`config.mk`:
```
export PLATFORM = sky130hd
export DESIGN_NAME = phase_angle_dimmer_sequencer_top
export DESIGN_NICKNAME = d
export VERILOG_FILES = /design/src/pads_pkg.sv /design/src/phase_angle_dimmer_sequencer_top.sv /design/src/pads_queue.sv /design/src/pads_front.sv /design/src/pads_back.sv
export SDC_FILE = /design/constraint.sdc
export NUM_CORES = 1
export LEC_CHECK = 0
export BUFFER_PORTS_ARGS = -buffer_cell sky130_fd_sc_hd__clkbuf_2
export CORE_MARGIN = 5
export CORE_UTILIZATION = 40
export CTS_CLUSTER_DIAMETER = 120
export DETAILED_ROUTE_END_ITERATION = 12
export MAX_ROUTING_LAYER = met4
export PLACE_DENSITY = 0.57
export REMOVE_ABC_BUFFERS = 1
export SETUP_SLACK_MARGIN = 0.4
export SLEW_MARGIN = 20
export SYNTH_ARGS = -nofsm -noshare
export SYNTH_HDL_FRONTEND = slang
export SYNTH_SLANG_ARGS = --single-unit
```
`constraint.sdc`:
```
create_clock -name clk -period 10.5 [get_ports clk]
set_input_delay 1.05 -clock clk [delete_from_list [all_inputs] [get_ports clk]]
set_output_delay 1.05 -clock clk [all_outputs]
set_load 0.01 [all_outputs]
```
`src/pads_pkg.sv`:
```
// ----------------------------------------------------------------------------
// pads_pkg: shared types and constants for the phase angle dimmer sequencer
// Field widths, reset values, action and register codes, and the words that
// travel between the front mapper, the queues and the back state engine.
// ----------------------------------------------------------------------------
package pads_pkg;

	// field widths
	localparam int ACT_W     = 2;
	localparam int POT_W     = 12;
	localparam int BRIGHT_W  = 7;
	localparam int DELAY_W   = 16;
	localparam int LEVEL_W   = 8;
	localparam int RAMP_W    = 2;
	localparam int OUT_SLOTS = 3;

	// pot full scale, divisor of the pot mapping
	localparam int POT_FULL = 4095;

	// lamp count default and level after reset
	localparam int                 LAMP_COUNT_DEF = 3;
	localparam logic [LEVEL_W-1:0] LAMP_RESET     = 8'd100;

	// configuration port
	localparam int CFG_IDX_W  = 3;
	localparam int CFG_DATA_W = 16;

	localparam logic [CFG_IDX_W-1:0] REG_BRIGHT_LOW  = 3'd0;
	localparam logic [CFG_IDX_W-1:0] REG_BRIGHT_HIGH = 3'd1;
	localparam logic [CFG_IDX_W-1:0] REG_DELAY_LOW   = 3'd2;
	localparam logic [CFG_IDX_W-1:0] REG_DELAY_HIGH  = 3'd3;
	localparam logic [CFG_IDX_W-1:0] REG_OFF_LEVEL   = 3'd4;

	localparam logic [BRIGHT_W-1:0] BRIGHT_LOW_RST  = 7'd85;
	localparam logic [BRIGHT_W-1:0] BRIGHT_HIGH_RST = 7'd35;
	localparam logic [DELAY_W-1:0]  DELAY_LOW_RST   = 16'd100;
	localparam logic [DELAY_W-1:0]  DELAY_HIGH_RST  = 16'd700;
	localparam logic [LEVEL_W-1:0]  OFF_LEVEL_RST   = 8'd100;

	// event kinds
	localparam logic [ACT_W-1:0] ACT_TICK     = 2'd0;
	localparam logic [ACT_W-1:0] ACT_ZERO     = 2'd1;
	localparam logic [ACT_W-1:0] ACT_PRESENCE = 2'd2;

	// queue depths
	localparam int JOB_DEPTH = 8;
	localparam int RES_DEPTH = 2;

	typedef struct packed {
		logic [BRIGHT_W-1:0] bright_low;
		logic [BRIGHT_W-1:0] bright_high;
		logic [DELAY_W-1:0]  delay_low;
		logic [DELAY_W-1:0]  delay_high;
		logic [LEVEL_W-1:0]  off_level;
	} cfg_t;

	// classified event with its mapped pot value (delay on a tick, else target)
	typedef struct packed {
		logic [ACT_W-1:0]   action;
		logic [DELAY_W-1:0] mapped;
	} job_t;

	typedef struct packed {
		logic [OUT_SLOTS-1:0]              fire;
		logic [OUT_SLOTS-1:0][LEVEL_W-1:0] level;
		logic [RAMP_W-1:0]                 ramp;
		logic                              presence;
		logic [LEVEL_W-1:0]                target;
	} res_t;

endpackage

```
`src/phase_angle_dimmer_sequencer_top.sv`:
```
// ----------------------------------------------------------------------------
// phase_angle_dimmer_sequencer_top: three-lamp triac phase-angle dimmer
// Front maps the pots, a job queue decouples it from the state engine, and a
// result queue holds finished words until they are popped.
// ----------------------------------------------------------------------------
//
// channel  direction  handshake             word
// -------  ---------  --------------------  -------------------------------------
// events   in         push / full           action, delay_pot, brightness_pot
// results  out        empty / pop           fire_lamp_*, level_*, ramping_lamp,
//                                           presence_on, fade_target
// config   in         cfg_valid / cfg_ready cfg_index, cfg_data
//
// one event per cycle sustained while full is low; a result passes three
// mapping stages in front, the job queue and one state update in back
// the state engine updates all lamp state together for each word
// full rises when the job queue plus words in the mapping pipe reach its depth
// reset is asynchronous; no clearing pass, the block takes events right away
// cfg_ready is always high; config writes go straight into the registers
//
module phase_angle_dimmer_sequencer_top #(
	parameter int LAMP_COUNT = pads_pkg::LAMP_COUNT_DEF
) (
	input  logic                              clk,
	input  logic                              arst_n,
	// events
	input  logic                              push,
	output logic                              full,
	input  logic [pads_pkg::ACT_W-1:0]        action,
	input  logic [pads_pkg::POT_W-1:0]        delay_pot,
	input  logic [pads_pkg::POT_W-1:0]        brightness_pot,
	// results
	output logic                              empty,
	input  logic                              pop,
	output logic                              fire_lamp_one,
	output logic                              fire_lamp_two,
	output logic                              fire_lamp_three,
	output logic [pads_pkg::LEVEL_W-1:0]      level_one,
	output logic [pads_pkg::LEVEL_W-1:0]      level_two,
	output logic [pads_pkg::LEVEL_W-1:0]      level_three,
	output logic [pads_pkg::RAMP_W-1:0]       ramping_lamp,
	output logic                              presence_on,
	output logic [pads_pkg::LEVEL_W-1:0]      fade_target,
	// configuration
	input  logic                              cfg_valid,
	output logic                              cfg_ready,
	input  logic [pads_pkg::CFG_IDX_W-1:0]    cfg_index,
	input  logic [pads_pkg::CFG_DATA_W-1:0]   cfg_data
);

	localparam int JLW = $clog2(pads_pkg::JOB_DEPTH+1);
	localparam int RLW = $clog2(pads_pkg::RES_DEPTH+1);
	localparam int JW  = $bits(pads_pkg::job_t);
	localparam int RW  = $bits(pads_pkg::res_t);

	pads_pkg::cfg_t cfg_q;

	logic           job_wr;
	pads_pkg::job_t job_w;
	logic           job_rd;
	logic [JW-1:0]  job_rdata;
	pads_pkg::job_t job_r;
	logic           job_empty;
	logic           job_full;
	logic [JLW-1:0] job_level;

	logic           res_wr;
	pads_pkg::res_t res_w;
	logic           res_rd;
	logic [RW-1:0]  res_rdata;
	pads_pkg::res_t res_r;
	logic           res_full;
	logic [RLW-1:0] res_level;

	// configuration registers
	assign cfg_ready = 1'b1;

	always_ff @(posedge clk or negedge arst_n) begin
		if (!arst_n) begin
			cfg_q.bright_low  <= pads_pkg::BRIGHT_LOW_RST;
			cfg_q.bright_high <= pads_pkg::BRIGHT_HIGH_RST;
			cfg_q.delay_low   <= pads_pkg::DELAY_LOW_RST;
			cfg_q.delay_high  <= pads_pkg::DELAY_HIGH_RST;
			cfg_q.off_level   <= pads_pkg::OFF_LEVEL_RST;
		end else if (cfg_valid && cfg_ready) begin
			case (cfg_index)
				pads_pkg::REG_BRIGHT_LOW:  cfg_q.bright_low  <= cfg_data[pads_pkg::BRIGHT_W-1:0];
				pads_pkg::REG_BRIGHT_HIGH: cfg_q.bright_high <= cfg_data[pads_pkg::BRIGHT_W-1:0];
				pads_pkg::REG_DELAY_LOW:   cfg_q.delay_low   <= cfg_data[pads_pkg::DELAY_W-1:0];
				pads_pkg::REG_DELAY_HIGH:  cfg_q.delay_high  <= cfg_data[pads_pkg::DELAY_W-1:0];
				pads_pkg::REG_OFF_LEVEL:   cfg_q.off_level   <= cfg_data[pads_pkg::LEVEL_W-1:0];
				default: begin
				end
			endcase
		end
	end

	// front: intake and pot mapping
	pads_front #(
		.JOB_DEPTH (pads_pkg::JOB_DEPTH)
	) u_front (
		.clk            (clk),
		.arst_n         (arst_n),
		.cfg            (cfg_q),
		.push           (push),
		.full           (full),
		.action         (action),
		.delay_pot      (delay_pot),
		.brightness_pot (brightness_pot),
		.job_level      (job_level),
		.job_wr         (job_wr),
		.job            (job_w)
	);

	// job queue between front and back
	pads_queue #(
		.W     (JW),
		.DEPTH (pads_pkg::JOB_DEPTH)
	) u_job_q (
		.clk     (clk),
		.arst_n  (arst_n),
		.wr_en   (job_wr),
		.wr_data (job_w),
		.rd_en   (job_rd),
		.rd_data (job_rdata),
		.empty   (job_empty),
		.full    (job_full),
		.level   (job_level)
	);

	assign job_r = pads_pkg::job_t'(job_rdata);

	// back: state engine
	pads_back #(
		.LAMP_COUNT (LAMP_COUNT)
	) u_back (
		.clk       (clk),
		.arst_n    (arst_n),
		.cfg       (cfg_q),
		.job_empty (job_empty),
		.job       (job_r),
		.job_rd    (job_rd),
		.res_full  (res_full),
		.res_wr    (res_wr),
		.res       (res_w)
	);

	// result queue
	assign res_rd = pop && !empty;

	pads_queue #(
		.W     (RW),
		.DEPTH (pads_pkg::RES_DEPTH)
	) u_res_q (
		.clk     (clk),
		.arst_n  (arst_n),
		.wr_en   (res_wr),
		.wr_data (res_w),
		.rd_en   (res_rd),
		.rd_data (res_rdata),
		.empty   (empty),
		.full    (res_full),
		.level   (res_level)
	);

	assign res_r = pads_pkg::res_t'(res_rdata);

	// result word to ports
	assign fire_lamp_one   = res_r.fire[0];
	assign fire_lamp_two   = res_r.fire[1];
	assign fire_lamp_three = res_r.fire[2];
	assign level_one       = res_r.level[0];
	assign level_two       = res_r.level[1];
	assign level_three     = res_r.level[2];
	assign ramping_lamp    = res_r.ramp;
	assign presence_on     = res_r.presence;
	assign fade_target     = res_r.target;

	// the credit check keeps the job queue from ever filling past its depth
	a_job_credit: assert property (@(posedge clk) disable iff (!arst_n)
		job_full |-> full)
		else $error("job queue full while intake still open");

	// result level agrees with the empty flag
	a_res_level: assert property (@(posedge clk) disable iff (!arst_n)
		empty == (res_level == '0))
		else $error("result queue level and empty flag disagree");

endmodule

```
`src/pads_queue.sv`:
```
// ----------------------------------------------------------------------------
// pads_queue: small synchronous queue
// Register array with write and read pointers and a fill level; the head
// word is shown combinationally.
// ----------------------------------------------------------------------------
module pads_queue #(
	parameter int W     = 8,
	parameter int DEPTH = 2
) (
	input  logic                       clk,
	input  logic                       arst_n,
	input  logic                       wr_en,
	input  logic [W-1:0]               wr_data,
	input  logic                       rd_en,
	output logic [W-1:0]               rd_data,
	output logic                       empty,
	output logic                       full,
	output logic [$clog2(DEPTH+1)-1:0] level
);

	localparam int AW = (DEPTH > 1) ? $clog2(DEPTH) : 1;
	localparam int LW = $clog2(DEPTH+1);

	logic [W-1:0]  mem_q [DEPTH];
	logic [AW-1:0] wr_ptr_q;
	logic [AW-1:0] rd_ptr_q;
	logic [LW-1:0] level_q;

	// storage
	always_ff @(posedge clk) begin
		if (wr_en) begin
			mem_q[wr_ptr_q] <= wr_data;
		end
	end

	// pointers and fill level
	always_ff @(posedge clk or negedge arst_n) begin
		if (!arst_n) begin
			wr_ptr_q <= '0;
			rd_ptr_q <= '0;
			level_q  <= '0;
		end else begin
			if (wr_en) begin
				wr_ptr_q <= (wr_ptr_q == AW'(DEPTH-1)) ? '0 : wr_ptr_q + 1'b1;
			end
			if (rd_en) begin
				rd_ptr_q <= (rd_ptr_q == AW'(DEPTH-1)) ? '0 : rd_ptr_q + 1'b1;
			end
			if (wr_en && !rd_en) begin
				level_q <= level_q + 1'b1;
			end else if (rd_en && !wr_en) begin
				level_q <= level_q - 1'b1;
			end
		end
	end

	assign rd_data = mem_q[rd_ptr_q];
	assign empty   = (level_q == '0);
	assign full    = (level_q == LW'(DEPTH));
	assign level   = level_q;

	// no overrun, no underrun
	a_no_overrun: assert property (@(posedge clk) disable iff (!arst_n)
		wr_en |-> (level_q != LW'(DEPTH)))
		else $error("queue written while full");

	a_no_underrun: assert property (@(posedge clk) disable iff (!arst_n)
		rd_en |-> (level_q != '0))
		else $error("queue read while empty");

endmodule

```
`src/pads_front.sv`:
```
// ----------------------------------------------------------------------------
// pads_front: event intake and pot mapping
// Takes events, picks the pot that matters (delay on a tick, brightness
// otherwise) and maps it through low + pot * (high - low) / 4095 in three
// stages: multiply, magnitude and quotient estimate, correction and offset.
// ----------------------------------------------------------------------------
module pads_front #(
	parameter int JOB_DEPTH = pads_pkg::JOB_DEPTH
) (
	input  logic                                 clk,
	input  logic                                 arst_n,
	input  pads_pkg::cfg_t                       cfg,
	input  logic                                 push,
	output logic                                 full,
	input  logic [pads_pkg::ACT_W-1:0]           action,
	input  logic [pads_pkg::POT_W-1:0]           delay_pot,
	input  logic [pads_pkg::POT_W-1:0]           brightness_pot,
	input  logic [$clog2(JOB_DEPTH+1)-1:0]       job_level,
	output logic                                 job_wr,
	output pads_pkg::job_t                       job
);

	localparam int LW   = $clog2(JOB_DEPTH+1);
	localparam int PW   = pads_pkg::POT_W;
	localparam int DW   = pads_pkg::DELAY_W;
	localparam int SPW  = DW + 1;
	localparam int PRW  = PW + 1 + SPW;
	localparam int MGW  = PW + DW;
	localparam int BW   = pads_pkg::BRIGHT_W;
	localparam int SHF  = PW;

	logic accept;

	logic                           v_s1, v_s2, v_s3;
	logic [pads_pkg::ACT_W-1:0]     act_s1, act_s2, act_s3;
	logic [PW-1:0]                  pot_s1;
	logic signed [PRW-1:0]          prod_s2;
	logic [MGW-1:0]                 mag_s3;
	logic [DW-1:0]                  q0_s3;
	logic                           neg_s3;

	logic [LW+1:0]                  committed;

	logic [SPW-1:0]                 lo_x, hi_x;
	logic signed [SPW-1:0]          span;
	logic signed [PW:0]             pot_sx;
	logic signed [PRW-1:0]          prod_c;

	logic [PRW-1:0]                 negp;
	logic [MGW-1:0]                 mag_c;
	logic [MGW:0]                   est_sum;

	logic [MGW-1:0]                 q_times;
	logic [MGW-1:0]                 rem;
	logic [DW-1:0]                  quot;
	logic [DW-1:0]                  lo16;

	// credit check: queued words plus words still in the pipe
	assign committed = {2'b00, job_level} + (LW+2)'(v_s1) + (LW+2)'(v_s2) + (LW+2)'(v_s3);
	assign full      = (committed >= (LW+2)'(JOB_DEPTH));
	assign accept    = push && !full;

	// valid bits
	always_ff @(posedge clk or negedge arst_n) begin
		if (!arst_n) begin
			v_s1 <= 1'b0;
			v_s2 <= 1'b0;
			v_s3 <= 1'b0;
		end else begin
			v_s1 <= accept;
			v_s2 <= v_s1;
			v_s3 <= v_s2;
		end
	end

	// stage 1: capture event, keep only the pot this event needs
	always_ff @(posedge clk) begin
		act_s1 <= action;
		pot_s1 <= (action == pads_pkg::ACT_TICK) ? delay_pot : brightness_pot;
	end

	// stage 2: span and signed product
	always_comb begin
		if (act_s1 == pads_pkg::ACT_TICK) begin
			lo_x = {1'b0, cfg.delay_low};
			hi_x = {1'b0, cfg.delay_high};
		end else begin
			lo_x = {(SPW-BW)'(0), cfg.bright_low};
			hi_x = {(SPW-BW)'(0), cfg.bright_high};
		end
		span   = signed'(hi_x - lo_x);
		pot_sx = signed'({1'b0, pot_s1});
		prod_c = PRW'(pot_sx) * PRW'(span);
	end

	always_ff @(posedge clk) begin
		act_s2  <= act_s1;
		prod_s2 <= prod_c;
	end

	// stage 3: magnitude and quotient estimate, x/4095 ~ (x + x>>12 + x>>24) >> 12
	always_comb begin
		negp    = -prod_s2;
		mag_c   = prod_s2[PRW-1] ? negp[MGW-1:0] : prod_s2[MGW-1:0];
		est_sum = {1'b0, mag_c} + (MGW+1)'(mag_c >> SHF) + (MGW+1)'(mag_c >> (2*SHF));
	end

	always_ff @(posedge clk) begin
		act_s3 <= act_s2;
		neg_s3 <= prod_s2[PRW-1];
		mag_s3 <= mag_c;
		q0_s3  <= est_sum[MGW-1:SHF];
	end

	// stage 4: estimate is low by at most one; fix it, restore sign, add offset
	always_comb begin
		q_times = {q0_s3, (MGW-DW)'(0)} - {(MGW-DW)'(0), q0_s3};
		rem     = mag_s3 - q_times;
		quot    = q0_s3 + DW'(rem >= MGW'(pads_pkg::POT_FULL));
		lo16    = (act_s3 == pads_pkg::ACT_TICK) ? cfg.delay_low
		                                         : {(DW-BW)'(0), cfg.bright_low};
		job.action = act_s3;
		job.mapped = neg_s3 ? (lo16 - quot) : (lo16 + quot);
	end

	assign job_wr = v_s3;

endmodule

```
`src/pads_back.sv`:
```
// ----------------------------------------------------------------------------
// pads_back: dimmer state engine
// Applies one mapped event per cycle, while the job queue has a word and the
// result queue has room, to the phase and delay counters, the lamp levels, the
// ramp sequence and presence, and builds the result word.
module pads_back #(
	parameter int LAMP_COUNT = pads_pkg::LAMP_COUNT_DEF
) (
	input  logic           clk,
	input  logic           arst_n,
	input  pads_pkg::cfg_t cfg,
	input  logic           job_empty,
	input  pads_pkg::job_t job,
	output logic           job_rd,
	input  logic           res_full,
	output logic           res_wr,
	output pads_pkg::res_t res
);

	localparam int CW  = $clog2(LAMP_COUNT+1);
	localparam int LVW = pads_pkg::LEVEL_W;
	localparam int DW  = pads_pkg::DELAY_W;
	localparam int NS  = pads_pkg::OUT_SLOTS;

	logic go;

	logic [LVW-1:0] phase_q;
	logic [DW-1:0]  dcnt_q;
	logic [LVW-1:0] lvl_q [LAMP_COUNT];
	logic [CW-1:0]  cur_q;
	logic           pres_q;
	logic [LVW-1:0] tgt_q;

	logic [LVW-1:0]        phase_n;
	logic [DW-1:0]         dcnt_n;
	logic [DW-1:0]         dinc;
	logic [LVW-1:0]        lvl_n [LAMP_COUNT];
	logic [LAMP_COUNT-1:0] fire_n;
	logic [CW-1:0]         cur_n;
	logic                  pres_n;
	logic [LVW-1:0]        tgt_n;
	logic [LVW-1:0]        cur_lv;
	logic                  cur_ok;
	logic                  step;
	logic                  lower, raise, advance;

	logic [NS-1:0]          fire_o;
	logic [NS-1:0][LVW-1:0] lvl_o;
	logic [CW+1:0]          cur_x;

	assign go     = !job_empty && !res_full;
	assign job_rd = go;
	assign res_wr = go;

	// next state for the event at the queue head
	always_comb begin
		phase_n = phase_q;
		dcnt_n  = dcnt_q;
		dinc    = dcnt_q + 1'b1;
		cur_n   = cur_q;
		pres_n  = pres_q;
		tgt_n   = tgt_q;
		step    = 1'b0;
		lower   = 1'b0;
		raise   = 1'b0;
		advance = 1'b0;
		fire_n  = '0;
		cur_lv  = '0;
		for (int i = 0; i < LAMP_COUNT; i++) begin
			lvl_n[i] = lvl_q[i];
			if (cur_q == CW'(i)) begin
				cur_lv = lvl_q[i];
			end
		end
		cur_ok = (cur_q < CW'(LAMP_COUNT));

		case (job.action)
			pads_pkg::ACT_TICK: begin
				for (int i = 0; i < LAMP_COUNT; i++) begin
					fire_n[i] = (phase_q == lvl_q[i]);
				end
				phase_n = phase_q + 1'b1;
				if (dinc >= job.mapped) begin
					dcnt_n = '0;
					step   = cur_ok;
				end else begin
					dcnt_n = dinc;
				end
			end
			pads_pkg::ACT_ZERO: begin
				phase_n = '0;
				tgt_n   = job.mapped[LVW-1:0];
			end
			pads_pkg::ACT_PRESENCE: begin
				pres_n = !pres_q;
				cur_n  = '0;
				tgt_n  = job.mapped[LVW-1:0];
			end
			default: begin
				tgt_n = job.mapped[LVW-1:0];
			end
		endcase

		// ramp step on the current lamp
		if (step) begin
			if (pres_q) begin
				if (cur_lv > tgt_q) lower = 1'b1;
				else                advance = 1'b1;
			end else begin
				if (cur_lv < cfg.off_level) raise = 1'b1;
				else                        advance = 1'b1;
			end
		end
		for (int i = 0; i < LAMP_COUNT; i++) begin
			if (cur_q == CW'(i)) begin
				if (lower) lvl_n[i] = cur_lv - 1'b1;
				if (raise) lvl_n[i] = cur_lv + 1'b1;
			end
		end
		if (advance) begin
			cur_n = cur_q + 1'b1;
		end
	end

	// state registers
	always_ff @(posedge clk or negedge arst_n) begin
		if (!arst_n) begin
			phase_q <= '0;
			dcnt_q  <= '0;
			cur_q   <= '0;
			pres_q  <= 1'b0;
			tgt_q   <= '0;
			for (int i = 0; i < LAMP_COUNT; i++) begin
				lvl_q[i] <= pads_pkg::LAMP_RESET;
			end
		end else if (go) begin
			phase_q <= phase_n;
			dcnt_q  <= dcnt_n;
			cur_q   <= cur_n;
			pres_q  <= pres_n;
			tgt_q   <= tgt_n;
			for (int i = 0; i < LAMP_COUNT; i++) begin
				lvl_q[i] <= lvl_n[i];
			end
		end
	end

	// output slots; slots past the lamp count stay dark at the reset level
	for (genvar s = 0; s < NS; s++) begin : g_slot
		if (s < LAMP_COUNT) begin : g_lamp
			assign fire_o[s] = fire_n[s];
			assign lvl_o[s]  = lvl_n[s];
		end else begin : g_none
			assign fire_o[s] = 1'b0;
			assign lvl_o[s]  = pads_pkg::LAMP_RESET;
		end
	end

	assign cur_x = {2'b00, cur_n};

	always_comb begin
		res.fire     = fire_o;
		res.level    = lvl_o;
		res.ramp     = cur_x[pads_pkg::RAMP_W-1:0];
		res.presence = pres_n;
		res.target   = tgt_n;
	end

	// sequence index never runs past the finished mark
	a_cur_range: assert property (@(posedge clk) disable iff (!arst_n)
		cur_q <= CW'(LAMP_COUNT))
		else $error("lamp index past end of sequence");

	// presence edge flips presence and restarts the sequence
	a_presence_restart: assert property (@(posedge clk) disable iff (!arst_n)
		go && (job.action == pads_pkg::ACT_PRESENCE)
		|=> (cur_q == '0) && (pres_q != $past(pres_q)))
		else $error("presence edge did not restart the sequence");

	// non-tick events never fire and leave the delay counter alone
	a_nontick_quiet: assert property (@(posedge clk) disable iff (!arst_n)
		go && (job.action != pads_pkg::ACT_TICK)
		|-> (res.fire == '0) ##1 $stable(dcnt_q))
		else $error("non-tick event fired a lamp or moved the delay counter");

endmodule

```
==> flow_summary.json, run 1 <==
{
  "synthArstFlopShare_pct": 29.4,
  "reg2reg_to": "u_front.prod_s2[29]$_DFF_P_",
  "grt-ovfl-total": 0,
  "die_height_um": 288,
  "rsz0062_at_grt": "no",
  "ios": 91,
  "worstHoldEndpoint": "u_front.act_s3[1]$_DFF_P_",
  "endpoint_kind": "flop",
  "worstRegToRegCells": 29,
  "max_slew_margin_pct": 28.1,
  "ant_nets": 0,
  "fmax_mhz": 119,
  "cts_buffer_depth": 3,
  "vias_per_cell": 5.25,
  "routed_wl_um": 75000,
  "fin_area_sq_um": 34400,
  "critPathRequiredTime_ns": 10.99,
  "grt_pass1_vias": 22300,
  "gp_congestion": 0.862,
  "synthCells": 2893,
  "hpwlAfterDp_um": 58300,
  "max_stage_delay_ns": 0.54,
  "die_w_um": 288,
  "grt_antenna_before_repair": 5,
  "grt_max_degree": 75,
  "final_cell_mix": "inv_1 (354), nand2_1 (284), ha_1 (231), edfxtp_1 (220), fa_1 (199)",
  "status": "completed",
  "cts_tree": "done",
  "drive_gt1_share_pct": 14.3,
  "worstMarginPinSlew_ns": 1.07,
  "cpMostUsedCell": "fa_1",
  "min_path_cells": 0,
  "rrSetupSlack_ns": 2.10,
  "place_area_sq_um": 32700,
  "clk-insertion-delay-late_ns": 0.61,
  "start_kind": "flop",
  "synth-edff-count": 220,
  "hold_class": "reg -> reg",
  "startpoint": "u_front.act_s1[1]$_DFF_P_",
  "drt_iter0_drc": 1150,
  "cts_max_level": 2,
  "vias": 21300,
  "rows": 102,
  "core-area_sq_um": 77200,
  "ys.flop_type": "edfxtp_1",
  "syn_to_final_growth_pct": 11.1,
  "grt_pass1_wl_um": 121000,
  "cts_setup_buffers": 0,
  "cts-buffers-inserted": 48,
  "drv_cap": 0,
  "drc": 0,
  "portBuffers": 89,
  "yosysSeqAreaShare_pct": 37.9,
  "firstDrtPassIters": 5,
  "finalSetupViolations": 0,
  "r2r_start": "u_front.act_s1[1]$_DFF_P_",
  "clk_pin_slew_worst_paths_ns": 0.06,
  "setup_tns_ns": 0,
  "synth_cell_types": 90,
  "period_share_pct": 80.0,
  "fin_skew_ns": 0.0387,
  "track_usage_pct": 18.7,
  "cp_slowest_cell": "fa_1",
  "hold_start": "u_front.act_s2[1]$_DFF_P_",
  "final_nets": 3453,
  "yosys_warnings": 0,
  "post_synth.cell_area_avg_sq_um": 10.7,
  "slew_viol_final": 0,
  "worstPathArrival_ns": 8.89,
  "post_cts_resized": 0,
  "crit_buf_inv": 3,
  "final_common_cell": "inv_1",
  "die_area_sq_um": 83200,
  "postLayoutCoreUtil_pct": 44.6,
  "ys_ff_latch": 442,
  "start_util_pct": 40.1,
  "syn_area_sq_um": 31000,
  "cts_root_buf": "clkbuf_16",
  "wl_per_cell_um": 18.5,
  "cpLargestDelayFamily": "adder cells",
  "hold_viol_final": 0,
  "critPathMaxFanout": 26,
  "period_needed_ns": 8.40,
  "ctsHoldBuffers": 0,
  "critPathKind": "reg -> reg",
  "clock-sinks": 442
}
==> through the flow <==
stage	hold WS [ns]	setup slack [ns]	std cells
CTS	0.336	2.04	4053
detailed placement	0.313	2.08	3963
global route	0.332	1.43	4058
global placement	0.324	2.13	3962
finish	0.333	2.10	4058
floorplan	0.310	1.68	2796
==> worst reg2reg max path, delay by kind of cell, from the launching register on <==
kind / cells / cell delay, ns
mux: 1 / 0.37
compound gates: 12 / 2.62
xor+xnor: 1 / 0.13
buf+inv: 3 / 0.64
fa+ha+maj: 7 / 3.17
flops: 1 / 0.32
simple gates: 5 / 1.04
==> cells in the mapped netlist (7+ instances only) <==
cell type / n / area share (%)
inv_1: 354 / 4.3
nand2_1: 284 / 3.4
ha_1: 231 / 9.3
edfxtp_1: 220 / 21
fa_1: 199 / 13
o21ai_0: 144 / 2.3
xnor2_1: 134 / 3.8
nor2_1: 125 / 1.5
mux2_2: 123 / 4.5
and2_1: 109 / 2.2
dfrtp_1: 102 / 8.2
dfxtp_1: 92 / 5.9
clkbuf_1: 83 / 1.0
a21oi_1: 77 / 1.2
nand3_1: 46 / 0.74
nor3_1: 42 / 0.68
nor2b_1: 39 / 0.79
xor2_1: 37 / 1.0
mux4_2: 36 / 2.6
mux2i_1: 35 / 1.1
a21o_1: 28 / 0.68
dfstp_2: 28 / 2.4
and3_1: 21 / 0.42
nand2b_1: 21 / 0.42
nand4_1: 20 / 0.40
o21a_1: 20 / 0.48
o31ai_1: 17 / 0.41
o21bai_1: 15 / 0.36
a31oi_1: 14 / 0.28
nor4_1: 12 / 0.24
a211oi_1: 10 / 0.24
o22ai_1: 10 / 0.20
or2_2: 10 / 0.20
a22o_1: 9 / 0.25
buf_1: 8 / 0.097
o211ai_1: 8 / 0.19
or3_1: 8 / 0.16
a22oi_1: 7 / 0.17
==> sequential cells by signal, indices dropped and copies added, names as in the netlist, 2 cells and up <==
name	cells
u_front.act_s1	2
u_front.mag_s3	28
u_job_q.level	4
u_job_q.mem_q	144
u_front.act_s3	2
u_back.tgt_q	8
u_front.q0_s3	16
u_back.lvl_q	24
u_front.act_s2	2
u_front.prod_s2	29
u_front.pot_s1	12
u_res_q.level	2
u_job_q.rd_ptr_q	3
u_res_q.mem_q	76
u_job_q.wr_ptr_q	3
u_back.phase_q	8
u_back.cur_q	2
u_back.dcnt_q	16
cfg_q	54
==> how the worst max path moves through the flow <==
stage / end / depth (start not counted)
floorplan: u_front.prod_s2[29]$_DFF_P_ / 27
global placement: u_front.prod_s2[29]$_DFF_P_ / 29
detailed placement: u_front.prod_s2[29]$_DFF_P_ / 29
CTS: u_front.prod_s2[29]$_DFF_P_ / 29
global route: u_front.prod_s2[29]$_DFF_P_ / 29
finish: u_front.prod_s2[29]$_DFF_P_ / 29
==> layout make-up <==
class,instances,area (sq um)
inverter,354,1330
sequential,442,11700
antenna,5,12.5
multi-input combinational,2000,17600
fill,7119,42800
timing repair buffer,127,761
tap,1040,1300
clock inverter,25,330
clock buffer,65,1350
==> logic make-up after synthesis <==
family / after synthesis / synth area share [%]
AND/OR/NAND/NOR: 765 / 12.0
adder cells (fa/ha/maj): 430 / 22.2
flip-flops: 442 / 37.9
XOR/XNOR: 172 / 4.88
buffers and inverters: 451 / 5.50
other: 1 / 0.0121
multiplexers: 196 / 8.36
AO/OA/AOI/OAI: 436 / 9.22
==> per-layer routing <==
metal	up-vias	global-route usage, %	part of all wire [%]
met3	102	2.46	3.9
met1	10700	23.0	43
met5	-	-	0
met4	0	4.76	2.3
met2	455	32.6	51
li1	10100	-	-
Power of run 1 is left out: the tool's default activity adds up to more than one toggle a clock period on the data nets, which glitch-free logic cannot reach.
==> run 2: changes to the inputs <==
- ABC_AREA: unset -> 1
- PLACE_DENSITY: 0.57 -> 0.59
- clock period: 10.5 -> 7.5 ns (I/O delays scaled with it)
==> run 2 against run 1 <==
Effect of this change:
- non-clock buffer count grew 20
- first-iteration DRC count increased by 30%
- register-to-register slack worse by 1.4 ns
- maximum frequency grew 23%
- critical path depth down 1
- core utilization rose by 0.33 points
- flip-flop and latch count unchanged
- worst hold slack got worse by 0.080 ns
- count of clock-buffer cells in the layout down 5
- die area grew 4.1%
==> flow_summary.json, run 2 <==
{
  "cts_tree": "done",
  "synthCells": 3833,
  "start_util_pct": 40.2,
  "reg2reg_to": "u_job_q.mem_q[2][10]$_DFFE_PP_",
  "synth_area_leaders": "edfxtp_1 (20%), fa_1 (12%), nand2_1 (10%)",
  "synth_top_area_share_pct": 20.4,
  "instances_no_fill": 5033,
  "syn_area_sq_um": 32300,
  "core-area_sq_um": 80300,
  "cts_buffer_depth": 3,
  "hpwlAfterDp_um": 64900,
  "ys.flop_type": "edfxtp_1",
  "syn_to_final_growth_pct": 11.6,
  "final_common_cell": "nand2_1",
  "drive_gt1_share_pct": 10.8,
  "status": "completed",
  "slew_viol_final": 0,
  "rrSetupSlack_ns": 0.70,
  "ctsHoldBuffers": 0,
  "max_slew_margin_pct": 30.4,
  "endpoint_kind": "flop",
  "die_area_sq_um": 86600,
  "synth_top_area_cell": "edfxtp_1",
  "critPathMaxFanout": 8,
  "final_nets": 4414,
  "grt_antenna_before_repair": 0,
  "yosysSeqAreaShare_pct": 36.3,
  "rows": 104,
  "cts-buffers-inserted": 47,
  "grt-ovfl-total": 0,
  "fin_skew_ns": 0.0122,
  "routed_wl_um": 84400,
  "gp_congestion": 0.891,
  "die_w_um": 294,
  "cts_max_level": 2,
  "critPathKind": "reg -> reg",
  "dp.cells": 4933,
  "r2r_start": "u_front.q0_s3[3]$_DFF_P_",
  "synth_common_cells": "nand2_1 (881), inv_1 (588), nor2_1 (395)",
  "worstMarginPinSlew_ns": 1.04,
  "ios": 91,
  "period_needed_ns": 6.80,
  "fin_ws_ns": 0.697,
  "start_kind": "flop",
  "reg_top3": "u_job_q.mem_q x144, u_res_q.mem_q x76, cfg_q x54",
  "synth_most_common_cell": "nand2_1",
  "period_share_pct": 90.7,
  "hold_class": "in -> async",
  "cts_root_buf": "clkbuf_16",
  "vias": 25200,
  "die_height_um": 294,
  "rsz0062_at_grt": "yes",
  "firstDrtPassIters": 5,
  "clk_pin_slew_worst_paths_ns": 0.06,
  "wl_per_cell_um": 16.8,
  "drv_cap": 0,
  "clk-insertion-delay-late_ns": 0.59,
  "critPathRequiredTime_ns": 7.79,
  "num_antenna_cells": 0,
  "finalSetupViolations": 0,
  "synthArstFlopShare_pct": 29.4,
  "post_synth.cell_area_avg_sq_um": 8.43,
  "synth-edff-count": 220,
  "vias_per_cell": 5.01,
  "largest_reg_flops": 144,
  "drc": 0,
  "synth_cell_types": 66,
  "grt_pass1_wl_um": 136000,
  "drt_iter0_drc": 1494,
  "hold_viol_final": 0,
  "grt_max_degree": 84,
  "worstRegToRegCells": 28,
  "yosys_warnings": 0,
  "portBuffers": 89,
  "grt_pass1_vias": 25200,
  "worstPathArrival_ns": 7.10,
  "fmax_mhz": 147,
  "clock-sinks": 442,
  "place_ws_ns": 0.298,
  "track_usage_pct": 20.2,
  "top_register": "u_job_q.mem_q",
  "ant_nets": 0,
  "cp_slowest_cell": "xor2_1",
  "setup_tns_ns": 0,
  "ys_ff_latch": 442,
  "final_cell_mix": "nand2_1 (874), inv_1 (584), nor2_1 (380), o21ai_0 (234), ha_1 (223)",
  "cpMostUsedCell": "ha_1",
  "max_stage_delay_ns": 0.60
}
## run 2: cell count changes after synthesis, sizes merged, moves of 75 or more
| cell | change |
|---|---|
| and2 | -101 |
| inv | +237 |
| mux2 | -110 |
| nand2 | +621 |
| nand3 | +96 |
| nor2 | +280 |
| o21ai | +113 |
| xnor2 | -75 |
## run 2: repair_timing
| action | in CTS | in global routing |
|---|---|---|
| endpoints found under the setup margin | 6 | 47 |
| resized for setup | 5 | 73 |
| pin swaps | 0 | 17 |
| buffers inserted | 0 | 11 |
## run 2: layer usage
metal | vias up | track usage [%] | share of wire (%)
met4 | 0 | 4.43 | 2.2
li1 | 12500 | - | -
met1 | 12100 | 26.4 | 45
met5 | - | - | 0
met2 | 519 | 34.3 | 49
met3 | 112 | 2.01 | 4.2
## run 2: how the worst max path moves through the flow
| stage | startpoint | to | slack [ns] |
|---|---|---|---|
| 2_1_floorplan | u_front.act_s1[1]$_DFF_P_ | u_front.prod_s2[23]$_DFF_P_ | -0.20 |
| 3_3_place_gp | u_front.act_s1[1]$_DFF_P_ | u_front.prod_s2[26]$_DFF_P_ | 0.37 |
| 3_5_place_dp | u_front.act_s1[1]$_DFF_P_ | u_front.prod_s2[26]$_DFF_P_ | 0.30 |
| 4_1_cts | u_front.act_s1[1]$_DFF_P_ | u_front.prod_s2[26]$_DFF_P_ | 0.34 |
| 5_1_grt | u_front.act_s1[0]$_DFF_P_ | u_front.prod_s2[29]$_DFF_P_ | 0.32 |
| 6_report | u_front.q0_s3[3]$_DFF_P_ | u_job_q.mem_q[2][10]$_DFFE_PP_ | 0.70 |
## run 2: through the flow
| step | hold WS (ns) | util [%] | instance area (sq um) |
|---|---|---|---|
| 2_1_floorplan | 0.310 | - | 31900 |
| 3_3_place_gp | 0.333 | 42.4 | 34000 |
| 3_5_place_dp | 0.338 | 42.4 | 34100 |
| 4_1_cts | 0.255 | 44.5 | 35700 |
| 5_1_grt | 0.292 | 44.9 | 36100 |
| 6_report | 0.252 | 44.9 | 36100 |
## run 2: layout make-up
| cell class | count | area (sq um) |
|---|---|---|
| multi-input cells | 2699 | 18200 |
| fillers | 7855 | 44200 |
| repair buffers | 147 | 920 |
| inverters | 597 | 2250 |
| well taps | 1060 | 1330 |
| clock inverters | 28 | 343 |
| flip-flops and latches | 442 | 11700 |
| clock buffers | 60 | 1280 |
## run 2: logic make-up after synthesis
kind of cell | count (synthesis) | synth area share, %
flip-flops | 442 | 36.3
buffers and inverters | 692 | 8.25
multiplexers | 15 | 0.515
XOR/XNOR | 153 | 4.25
other | 1 | 0.0116
AO/OA/AOI/OAI | 499 | 8.55
adder cells (fa/ha/maj) | 430 | 21.3
AND/OR/NAND/NOR | 1601 | 20.8
## run 2: worst max-delay path, delay by kind of cell (launching register included)
| family | cells | cell delay, ns |
|---|---|---|
| AO/OA/AOI/OAI | 5 | 1.06 |
| XOR/XNOR | 2 | 0.97 |
| adder cells (fa/ha/maj) | 5 | 1.51 |
| buffers and inverters | 3 | 0.20 |
| flip-flops | 1 | 0.55 |
| AND/OR/NAND/NOR | 13 | 2.21 |
Power of run 2 is left out for the same reason.
